<file path="config.mk">
export PLATFORM = sky130hd
export DESIGN_NAME = hex_to_base64_encoder
export DESIGN_NICKNAME = d
export VERILOG_FILES = /design/src/rtl/core/h2b64_pkg.sv /design/src/rtl/core/hex_to_base64_encoder.sv
export SDC_FILE = /design/constraint.sdc
export NUM_CORES = 1
export LEC_CHECK = 0
export ABC_AREA = 1
export BUFFER_PORTS_ARGS = -buffer_cell sky130_fd_sc_hd__buf_2
export CAP_MARGIN = 20
export CORE_UTILIZATION = 37
export CTS_CLUSTER_DIAMETER = 30
export CTS_CLUSTER_SIZE = 16
export DETAILED_ROUTE_END_ITERATION = 8
export PLACE_DENSITY_LB_ADDON = 0.25
export SYNTH_ARGS = -nofsm -noshare
export SYNTH_HDL_FRONTEND = slang
export SYNTH_SLANG_ARGS = --single-unit
</file>
<file path="constraint.sdc">
create_clock -name clock -period 11.6 [get_ports clock]
set_input_delay 1.74 -clock clock [delete_from_list [all_inputs] [get_ports clock]]
set_output_delay 1.74 -clock clock [all_outputs]
set_load 0.005 [all_outputs]
</file>
<file path="src/rtl/core/h2b64_pkg.sv">
// Package for the hex to base64 encoder: item types, constants and the alphabet lookup.
package h2b64_pkg;

   // Input item: one hex digit character and the end-of-string flag
   typedef struct packed {
      logic [7:0] hex_char;
      logic       final_digit;
   } req_item_type;

   // Result item: one base64 character, last marker and error marker
   typedef struct packed {
      logic [7:0] out_char;
      logic       end_of_text;
      logic       bad_digit;
   } rsp_item_type;

   // One quantum of results made by a single input item
   typedef struct packed {
      logic [3:0][7:0] chars;   // character k in chars[k]
      logic            single;  // only chars[0] is sent (error result)
      logic            last;    // end of text on the final character
      logic            bad;     // error result
   } quantum_type;

   localparam int unsigned QUEUE_DEPTH = 2;
   localparam logic [7:0]  PAD_CHAR    = 8'h3d;  // '='
   localparam logic [7:0]  ERR_CHAR    = 8'h00;

   // Six-bit value to its base64 alphabet character
   function automatic logic [7:0] b64_char(input logic [5:0] sext);
      logic [7:0] code;
      if (sext < 6'd26) begin
         code = 8'h41 + {2'b00, sext};
      end else if (sext < 6'd52) begin
         code = 8'h61 + {2'b00, sext} - 8'd26;
      end else if (sext < 6'd62) begin
         code = 8'h30 + {2'b00, sext} - 8'd52;
      end else if (sext == 6'd62) begin
         code = 8'h2b;
      end else begin
         code = 8'h2f;
      end
      return code;
   endfunction

endpackage

</file>
<file path="src/rtl/core/hex_to_base64_encoder.sv">
// Top level of the streaming hex to base64 encoder.
//
//   channel | direction | handshake          | payload
//   --------+-----------+--------------------+-----------------------------------
//   req     | in        | req_valid/req_ready | req_item  (hex_char, final_digit)
//   rsp     | out       | rsp_valid/rsp_ready | rsp_item  (out_char, end_of_text,
//           |           |                     |            bad_digit)
//
// One item is taken per cycle; state update and character lookup finish in
// the cycle the item is taken, and the results land in a two-entry queue.
// A quantum of four characters, or one for an error, leaves at one character per
// cycle while rsp_ready is high; req_ready drops only while the queue is full.
// Synchronous reset clears the digit/group state and empties the queue.
module hex_to_base64_encoder (
   input  logic                    clock,
   input  logic                    reset,
   input  logic                    req_valid,
   output logic                    req_ready,
   input  h2b64_pkg::req_item_type req_item,
   output logic                    rsp_valid,
   input  logic                    rsp_ready,
   output h2b64_pkg::rsp_item_type rsp_item
);

   localparam int unsigned PTR_W = $clog2(h2b64_pkg::QUEUE_DEPTH);
   localparam int unsigned CNT_W = $clog2(h2b64_pkg::QUEUE_DEPTH + 1);

   // Encoder state
   logic [3:0]  held_nibble_ff,    held_nibble_in;
   logic        nibble_pending_ff, nibble_pending_in;
   logic [15:0] group_bytes_ff,    group_bytes_in;
   logic [1:0]  group_count_ff,    group_count_in;

   // Result queue
   h2b64_pkg::quantum_type queue_ff [h2b64_pkg::QUEUE_DEPTH];
   logic [PTR_W-1:0] wr_ptr_ff, wr_ptr_in;
   logic [PTR_W-1:0] rd_ptr_ff, rd_ptr_in;
   logic [CNT_W-1:0] q_count_ff, q_count_in;
   logic [1:0]       char_idx_ff, char_idx_in;

   logic                   accept;
   logic                   push;
   logic                   pop;
   logic                   digit_ok;
   logic [3:0]             nib;
   logic [7:0]             byte_val;
   logic [23:0]            word;
   logic [2:0]             valid_chars;
   h2b64_pkg::quantum_type new_q;
   h2b64_pkg::quantum_type head_q;
   logic                   head_done;

   assign accept = req_valid && req_ready;
   assign req_ready = (q_count_ff < CNT_W'(h2b64_pkg::QUEUE_DEPTH));

   // Digit decode
   always_comb begin
      digit_ok = 1'b0;
      nib      = 4'h0;
      if (req_item.hex_char >= 8'h30 && req_item.hex_char <= 8'h39) begin
         digit_ok = 1'b1;
         nib      = req_item.hex_char[3:0];
      end else if (req_item.hex_char >= 8'h61 && req_item.hex_char <= 8'h66) begin
         digit_ok = 1'b1;
         nib      = req_item.hex_char[3:0] + 4'd9;
      end
   end

   assign byte_val = nibble_pending_ff ? {held_nibble_ff, nib} : {4'h0, nib};

   // State update and quantum build for the item on the input
   always_comb begin
      held_nibble_in    = held_nibble_ff;
      nibble_pending_in = nibble_pending_ff;
      group_bytes_in    = group_bytes_ff;
      group_count_in    = group_count_ff;
      push              = 1'b0;
      word              = 24'h0;
      valid_chars       = 3'd4;
      new_q.single      = 1'b0;
      new_q.last        = req_item.final_digit;
      new_q.bad         = 1'b0;

      if (!digit_ok) begin
         // bad digit: one error item, everything back to reset
         push              = 1'b1;
         new_q.single      = 1'b1;
         new_q.last        = 1'b1;
         new_q.bad         = 1'b1;
         held_nibble_in    = 4'h0;
         nibble_pending_in = 1'b0;
         group_bytes_in    = 16'h0;
         group_count_in    = 2'd0;
      end else if (!nibble_pending_ff && !req_item.final_digit) begin
         held_nibble_in    = nib;
         nibble_pending_in = 1'b1;
      end else begin
         held_nibble_in    = 4'h0;
         nibble_pending_in = 1'b0;
         if (group_count_ff[1]) begin
            // third byte completes the group
            push           = 1'b1;
            word           = {group_bytes_ff, byte_val};
            group_bytes_in = 16'h0;
            group_count_in = 2'd0;
         end else if (req_item.final_digit) begin
            // flush a partial group with padding
            push           = 1'b1;
            group_bytes_in = 16'h0;
            group_count_in = 2'd0;
            if (group_count_ff == 2'd0) begin
               word        = {byte_val, 16'h0};
               valid_chars = 3'd2;
            end else begin
               word        = {group_bytes_ff[7:0], byte_val, 8'h0};
               valid_chars = 3'd3;
            end
         end else begin
            group_bytes_in = {group_bytes_ff[7:0], byte_val};
            group_count_in = group_count_ff + 2'd1;
         end
      end

      for (int k = 0; k < 4; k++) begin
         if (!digit_ok) begin
            new_q.chars[k] = h2b64_pkg::ERR_CHAR;
         end else if (3'(k) < valid_chars) begin
            new_q.chars[k] = h2b64_pkg::b64_char(word[(18 - 6*k) +: 6]);
         end else begin
            new_q.chars[k] = h2b64_pkg::PAD_CHAR;
         end
      end
   end

   // Result side: serialize the head quantum
   assign head_q    = queue_ff[rd_ptr_ff];
   assign rsp_valid = (q_count_ff != '0);
   assign head_done = head_q.single || (char_idx_ff == 2'd3);
   assign pop       = rsp_valid && rsp_ready && head_done;

   always_comb begin
      rsp_item.out_char    = head_q.chars[char_idx_ff];
      rsp_item.end_of_text = head_q.last && head_done;
      rsp_item.bad_digit   = head_q.bad;
   end

   // Queue pointer and count next values
   always_comb begin
      wr_ptr_in   = wr_ptr_ff;
      rd_ptr_in   = rd_ptr_ff;
      q_count_in  = q_count_ff;
      char_idx_in = char_idx_ff;
      if (accept && push) begin
         wr_ptr_in = (wr_ptr_ff == PTR_W'(h2b64_pkg::QUEUE_DEPTH - 1)) ? '0
                                                                       : wr_ptr_ff + 1'b1;
      end
      if (rsp_valid && rsp_ready) begin
         char_idx_in = pop ? 2'd0 : char_idx_ff + 2'd1;
      end
      if (pop) begin
         rd_ptr_in = (rd_ptr_ff == PTR_W'(h2b64_pkg::QUEUE_DEPTH - 1)) ? '0
                                                                       : rd_ptr_ff + 1'b1;
      end
      unique case ({accept && push, pop})
         2'b10:   q_count_in = q_count_ff + 1'b1;
         2'b01:   q_count_in = q_count_ff - 1'b1;
         default: q_count_in = q_count_ff;
      endcase
   end

   // Control registers
   always_ff @(posedge clock) begin
      if (reset) begin
         held_nibble_ff    <= 4'h0;
         nibble_pending_ff <= 1'b0;
         group_bytes_ff    <= 16'h0;
         group_count_ff    <= 2'd0;
         wr_ptr_ff         <= '0;
         rd_ptr_ff         <= '0;
         q_count_ff        <= '0;
         char_idx_ff       <= 2'd0;
      end else begin
         if (accept) begin
            held_nibble_ff    <= held_nibble_in;
            nibble_pending_ff <= nibble_pending_in;
            group_bytes_ff    <= group_bytes_in;
            group_count_ff    <= group_count_in;
         end
         wr_ptr_ff   <= wr_ptr_in;
         rd_ptr_ff   <= rd_ptr_in;
         q_count_ff  <= q_count_in;
         char_idx_ff <= char_idx_in;
      end
   end

   // Queue storage
   always_ff @(posedge clock) begin
      if (accept && push) begin
         queue_ff[wr_ptr_ff] <= new_q;
      end
   end

   // Checks
   a_count_bound: assert property (@(posedge clock) disable iff (reset)
      q_count_ff <= CNT_W'(h2b64_pkg::QUEUE_DEPTH))
      else $error("result queue count above depth");

   a_group_bound: assert property (@(posedge clock) disable iff (reset)
      group_count_ff != 2'd3)
      else $error("group holds more than two bytes");

   a_bad_clears: assert property (@(posedge clock) disable iff (reset)
      accept && !digit_ok |=> !nibble_pending_ff && group_count_ff == 2'd0)
      else $error("state not cleared after bad digit");

   a_final_clears: assert property (@(posedge clock) disable iff (reset)
      accept && req_item.final_digit |=> !nibble_pending_ff && group_count_ff == 2'd0)
      else $error("state not cleared after final digit");

   a_bad_is_last: assert property (@(posedge clock) disable iff (reset)
      rsp_valid && rsp_item.bad_digit |-> rsp_item.end_of_text)
      else $error("error result not marked last");

endmodule

</file>
== Word-level counts from Yosys, hierarchy flattened ==
Memory sizes are Yosys's and may differ from the RTL's. A register that Yosys moved wholly into a read port is not among the register bits.
Cells that the tools add are included.

* Bits in latches: 0
* Memory bits (read-only): 0
* Input bits: 13
* Word-level logic and storage cells: 147
* Memories: 1
* Bits in registers: 29
* Memory bits (writable): 70

* Div/mod/pow operators: 0
* Eq/ne operators: 8
* Multipliers: 0
* Bitwise operators: 0
* Order comparisons: 22
* Muxes and demuxes: 66
* Reduce and logical (&&, ||, !) cells: 15
* Shifts and indexed selects: 0
* $add $sub $neg: 27

{| class="wikitable"
|+ Memories
! name !! words !! bits a word !! rd ports !! clocked after memory_dff !! wr ports !! line !! RTL
|-
| queue_ff || 2 || 35 || 1 || 1 || 1 || hex_to_base64_encoder.sv:35 || <nowiki>h2b64_pkg::quantum_type queue_ff [h2b64_pkg::QUEUE_DEPTH];</nowiki>
|}

{| class="wikitable"
|+ Operators by type and width
! kind !! number
|-
| $mux W8 || 22
|-
| $mux W24 || 5
|-
| $add A7 B6 Y8 const A || 8
|-
| $mux W16 || 4
|-
| $lt A6 B6 Y1 const B || 8
|-
| $sub A7 B6 Y8 const B || 4
|-
| $sub A8 B5 Y8 const B || 4
|-
| $add A6 B6 Y7 const A || 4
|-
| $mux W3 || 9
|-
| $eq A6 B6 Y1 const B || 4
|-
| $lt A6 B5 Y1 const B || 4
|-
| $bmux W8 S2 || 1
|-
| $mux W4 || 4
|-
| $mux W1 || 15
|-
| $mux W2 || 5
|-
| $ge A8 B6 Y1 const B || 1
|-
| $ge A8 B7 Y1 const B || 1
|-
| $le A8 B6 Y1 const B || 1
|-
| $le A8 B7 Y1 const B || 1
|-
| $logic_and A1 B1 Y1 || 8
|-
| $add A2 B1 Y2 const B || 3
|-
| $lt A1 B3 Y1 const A || 2
|-
| $lt A2 B3 Y1 const A || 2
|-
| $add A4 B4 Y4 const B || 1
|-
| other kinds (13) || 17
|}

== Depth between registers and ports, before layout ==
* Depth in word-level cells: 17
* Depth in mapped cells: 20

== Worst setup path before layout ==
No wires, ideal clock.

* Kind: in2reg
* Start: input req_item[2] (netlist name)
* End: memory queue_ff[1][10] (netlist name) (enable)
* Buffers on the path: 1
* Arrival time: 4.403 ns
* Stages: 12
* Slack: 6.770 ns
* Library setup time: 0.427 ns
* Path through: inv_1 > ha_1 > inv_1 > nand3_1 > nor2_1 > o21ai_4 > buf_6 > nand2_1 > nand2_1 > nor2_1 > inv_1 > nor2_1

* Word-level cells in the longest chain between the ends: 8
* Elaborated cells between the ends (all ways): 12

{| class="wikitable"
|+ RTL lines
! item !! line !! RTL
|-
| start: declaration || hex_to_base64_encoder.sv:19 || <nowiki>input h2b64_pkg::req_item_type req_item,</nowiki>
|-
| $ge A8 B7 Y1 / $le A8 B7 Y1 (equally long branches) || hex_to_base64_encoder.sv:63 || <nowiki>end else if (req_item.hex_char >= 8'h61 && req_item.hex_char <= 8'h66) begin</nowiki>
|-
| $logic_and A1 B1 Y1 || hex_to_base64_encoder.sv:63 ||
|-
| $mux W1 || hex_to_base64_encoder.sv:63 ||
|-
| $mux W1 (*) || hex_to_base64_encoder.sv:60 || <nowiki>if (req_item.hex_char >= 8'h30 && req_item.hex_char <= 8'h39) begin</nowiki>
|-
| $mux W1 (*) || hex_to_base64_encoder.sv:84 || <nowiki>if (!digit_ok) begin</nowiki>
|-
| $logic_and A1 B1 Y1 (*) || hex_to_base64_encoder.sv:198 || <nowiki>if (accept && push) begin</nowiki>
|-
| $mux W1 (*) || hex_to_base64_encoder.sv:198 ||
|-
| $mux W1 (not written as such) (*) || hex_to_base64_encoder.sv:199 || <nowiki>queue_ff[wr_ptr_ff] <= new_q;</nowiki>
|-
| end: declaration || hex_to_base64_encoder.sv:35 ||
|}

Every way passes the cells marked *; elsewhere a longest branch is shown, timed or not.

==> summary.txt <==
Outcome
  – Status: finished clean

Timing
  – Fmax: roughly 220 MHz
  – Final hold viol count: 0
  – Setup Viol. Count Final: 0
  – Worst slew pin tran: 0.992 ns
  – Slew margin rel.: 0.337
  – Min Tclk post-route: 4.60 ns
  – Worst Skew: 0.00844 ns
  – Setup ws final: 7.00 ns
  – RSZ-0062 raised after global routing: no
  – TNS Setup: 0 ns
  – Final Cycle Share: 0.397
  – Max Slew Vio Count: 0

Cells and area
  – Area growth syn-to-layout: 10.3%
  – Antenna Cells: 0
  – Most frequent cells in the layout: 130 x nand2_1, 109 x nor2_1, 80 x inv_1
  – Share of cells above drive strength 1: 0.132
  – Nets: between 800 and 900
  – Most common library cell in the layout ignoring fill and taps: nand2_1

Placement
  – PortBufs: 24
  – DP Wirelength: 10.8 mm
  – Gp weighted congestion: 0.877
  – DP Worst Slack: around 6.7 ns

Power
  – Power Total: between 900 and 1000 uW
  – Pleak: 0.00292 uW
  – Maximum VDD drop: 0.0000668 V
  – PwrDens: 138 mW/mm^2

Synthesis
  – Seq/Total Area, Yosys: 0.432
  – Post-Syn Area: approximately 0.0061 mm^2
  – Cells after Synth: 769
  – Xor/xnor share of the synthesized area: 0.0215
  – Post-synthesis adder-cell area fraction: 0.0532
  – Netlist cell types: 49
  – Synthesized Nets: between 800 and 900
  – Fraction of the mapped netlist area in compound gates: 0.158
  – Asr flop ratio synth: 0
  – Synth Flop Type: edfxtp_1
  – Mux share of post-synthesis cell area: 0
  – Synth Register Bits: 98
  – EDFF count, synth: 68
  – Post-synthesis simple-gate area fraction: 0.256
  – Mapped Avg Cell Area: 7.95 um^2
  – Combinational family with the most area after synthesis: simple AND/OR/NAND/NOR gates
  – Yosys warns: 0

Floorplan
  – DIE WIDTH: 131 um
  – Rows: 46
  – # IOs: 25
  – Die Y: ~130 um
  – Die ar.: 0.0170 mm^2
  – CORE AREA: around 0.016 mm^2
  – Initial core utilization: 0.382

Critical path
  – Setup crit start: req_item[1]
  – WS Path Type: input pin to flip-flop
  – Largest stage delay, worst path: 0.63 ns
  – Crit Path Max Fanout: 26
  – Delay-heaviest family, CP: simple AND/OR/NAND/NOR gates
  – Most frequent cell on the critical path: inv_1
  – Critical Path End Type: flip-flop
  – Crit path launch type: input pin
  – Worst EP arrival: 4.72 ns
  – Reg2reg start: group_count_ff[1]
  – Buf+Inv Stages, Crit Path: 5
  – Worst-path cell chain: buf_2, inv_1, ha_1, nand3_1, nor2_1, o21ai_4, nand2_4, nor2_2, nand2_1, inv_1, ha_1, inv_1, o21ai_1, a21oi_2, inv_1, nor2_1, nor4_1
  – WP depth: 17
  – Slowest-stage cell, CP: o21ai_4
  – FF-to-FF path depth: 13
  – WP data required: 11.72 ns

Clock network
  – Post-CTS Resized: 0
  – Worst-Skew Late Latency: 0.35 ns
  – Cts hold-fix bufs: 0
  – CTS sink cnt: 98
  – CTS tree: done
  – Clock Tree Buf Depth: 2
  – Total CTS buffers: 9
  – Postcts setup bufs: 0
  – Root Buffer: clkbuf_16
  – H-tree depth: 3
  – Worst-path clk slew: 0.07 ns

Job
  – # Max-Cap Violations: 0

Min path
  – Worst Hold Depth: 1
  – Hold WC Path Type: flip-flop to flip-flop
  – Hold_sp: rd_ptr_ff

Route
  – Metal2 WL: 6.70 mm
  – WL met3: 489 um
  – Antenna Nets Post-Route: 0
  – Routed length per instance: 14.7 um
  – Vias per cell: 5.05
  – Vias: 5073
  – 1st-pass router iterations: 5
  – Highest metal used: met4
  – WL final: between 10 and 15 mm
  – DR iter-0 viols: roughly 460
  – DR DRC count: 0
  – M1 wire length: 7.36 mm

GRT
  – Vias in the first global route: 4727
  – Initial antenna violation count: 0
  – Remaining Overflow, GRT: 0
  – Largest net degree at the start of global routing: 36
  – Total GRT Usage: 0.186
  – Wire length of the first global-routing pass: 24.0 mm
==> cell families (layout without fill, tap and decap cells) <==
logic type	count (synthesis)	after routing
AND/OR/NAND/NOR	342	342
AO/OA/AOI/OAI	170	170
buffers and inverters	118	138
flip-flops	98	98
adder cells (fa/ha/maj)	26	26
XOR/XNOR	15	15
==> power by group <==
part | internal (uW) | switching (uW) | leakage, uW
clock network | 174 | 142 | 0.000153
logic | 57.7 | 121 | 0.00187
registers | 414 | 20.9 | 0.000897
total | 645 | 285 | 0.00292
==> Yosys cell counts, drive strengths merged (11+ instances only) <==
cell    number  area (um^2)
inv         95          364
o22ai       14         87.6
ha          26          325
a31oi       13         81.3
nand3       49          265
o21ai       74          393
xor2        11         96.3
a21oi       48          244
edfxtp      68         2040
nor2       124          532
nand2      149          647
dfxtp       30          601
clkbuf      14         52.6
==> per-stage QoR <==
stage          area, um^2   util  hold slack [ns]  std cells
6_report             6740  0.421            0.459       1005
3_3_place_gp         6420  0.401            0.437        989
4_1_cts              6740  0.421            0.458       1005
5_1_grt              6740  0.421            0.475       1005
3_5_place_dp         6420  0.401            0.448        989
2_1_floorplan        6110      -            0.426        769
==> worst register-to-register path, stage by stage, from the launching register on <==
cell	delay (ns)
dfxtp_1	0.86
inv_6	0.11
ha_1	0.25
nor2_1	0.58
a22oi_1	0.15
o21ai_1	0.26
inv_1	0.15
nor2_4	0.15
inv_1	0.11
ha_1	0.19
inv_1	0.07
a21oi_1	0.09
a211oi_1	0.38
nor2_1	0.10
==> cell type report <==
cell class,count,area (um^2)
Clock buffer,9,225
Clock inverter,7,93.8
Fill cell,1692,9260
Inverter,97,373
Multi-Input combinational cell,553,3010
Sequential cell,98,2640
Tap cell,216,270
Timing Repair Buffer,25,128
==> metal layers <==
metal,vias up,global-route usage
li1,2623,-
met1,2334,0.261
met2,101,0.293
met3,15,0.0330
met4,0,0.0527
met5,-,0
==> path summary, 6_finish.rpt <==
| check | endpoint | slack (ns) |
|---|---|---|
| setup / recovery | queue_ff[0][28] | 7.00 |
| hold / removal | flip-flop | 0.46 |
| setup reg to reg | queue_ff[1][9] | 7.87 |
| hold reg to reg | flip-flop | 0.46 |
==> flip-flops by register name, summed over array words and instances (netlist names), named ones only <==
| signal | cells |
|---|---|
| held_nibble_ff | 4 |
| group_count_ff | 2 |
| queue_ff | 68 |
| nibble_pending_ff | 1 |
| rd_ptr_ff | 1 |
| char_idx_ff | 2 |
| group_bytes_ff | 16 |
| wr_ptr_ff | 1 |
| q_count_ff | 2 |
Note: power is estimated with default switching activity, not from simulation.
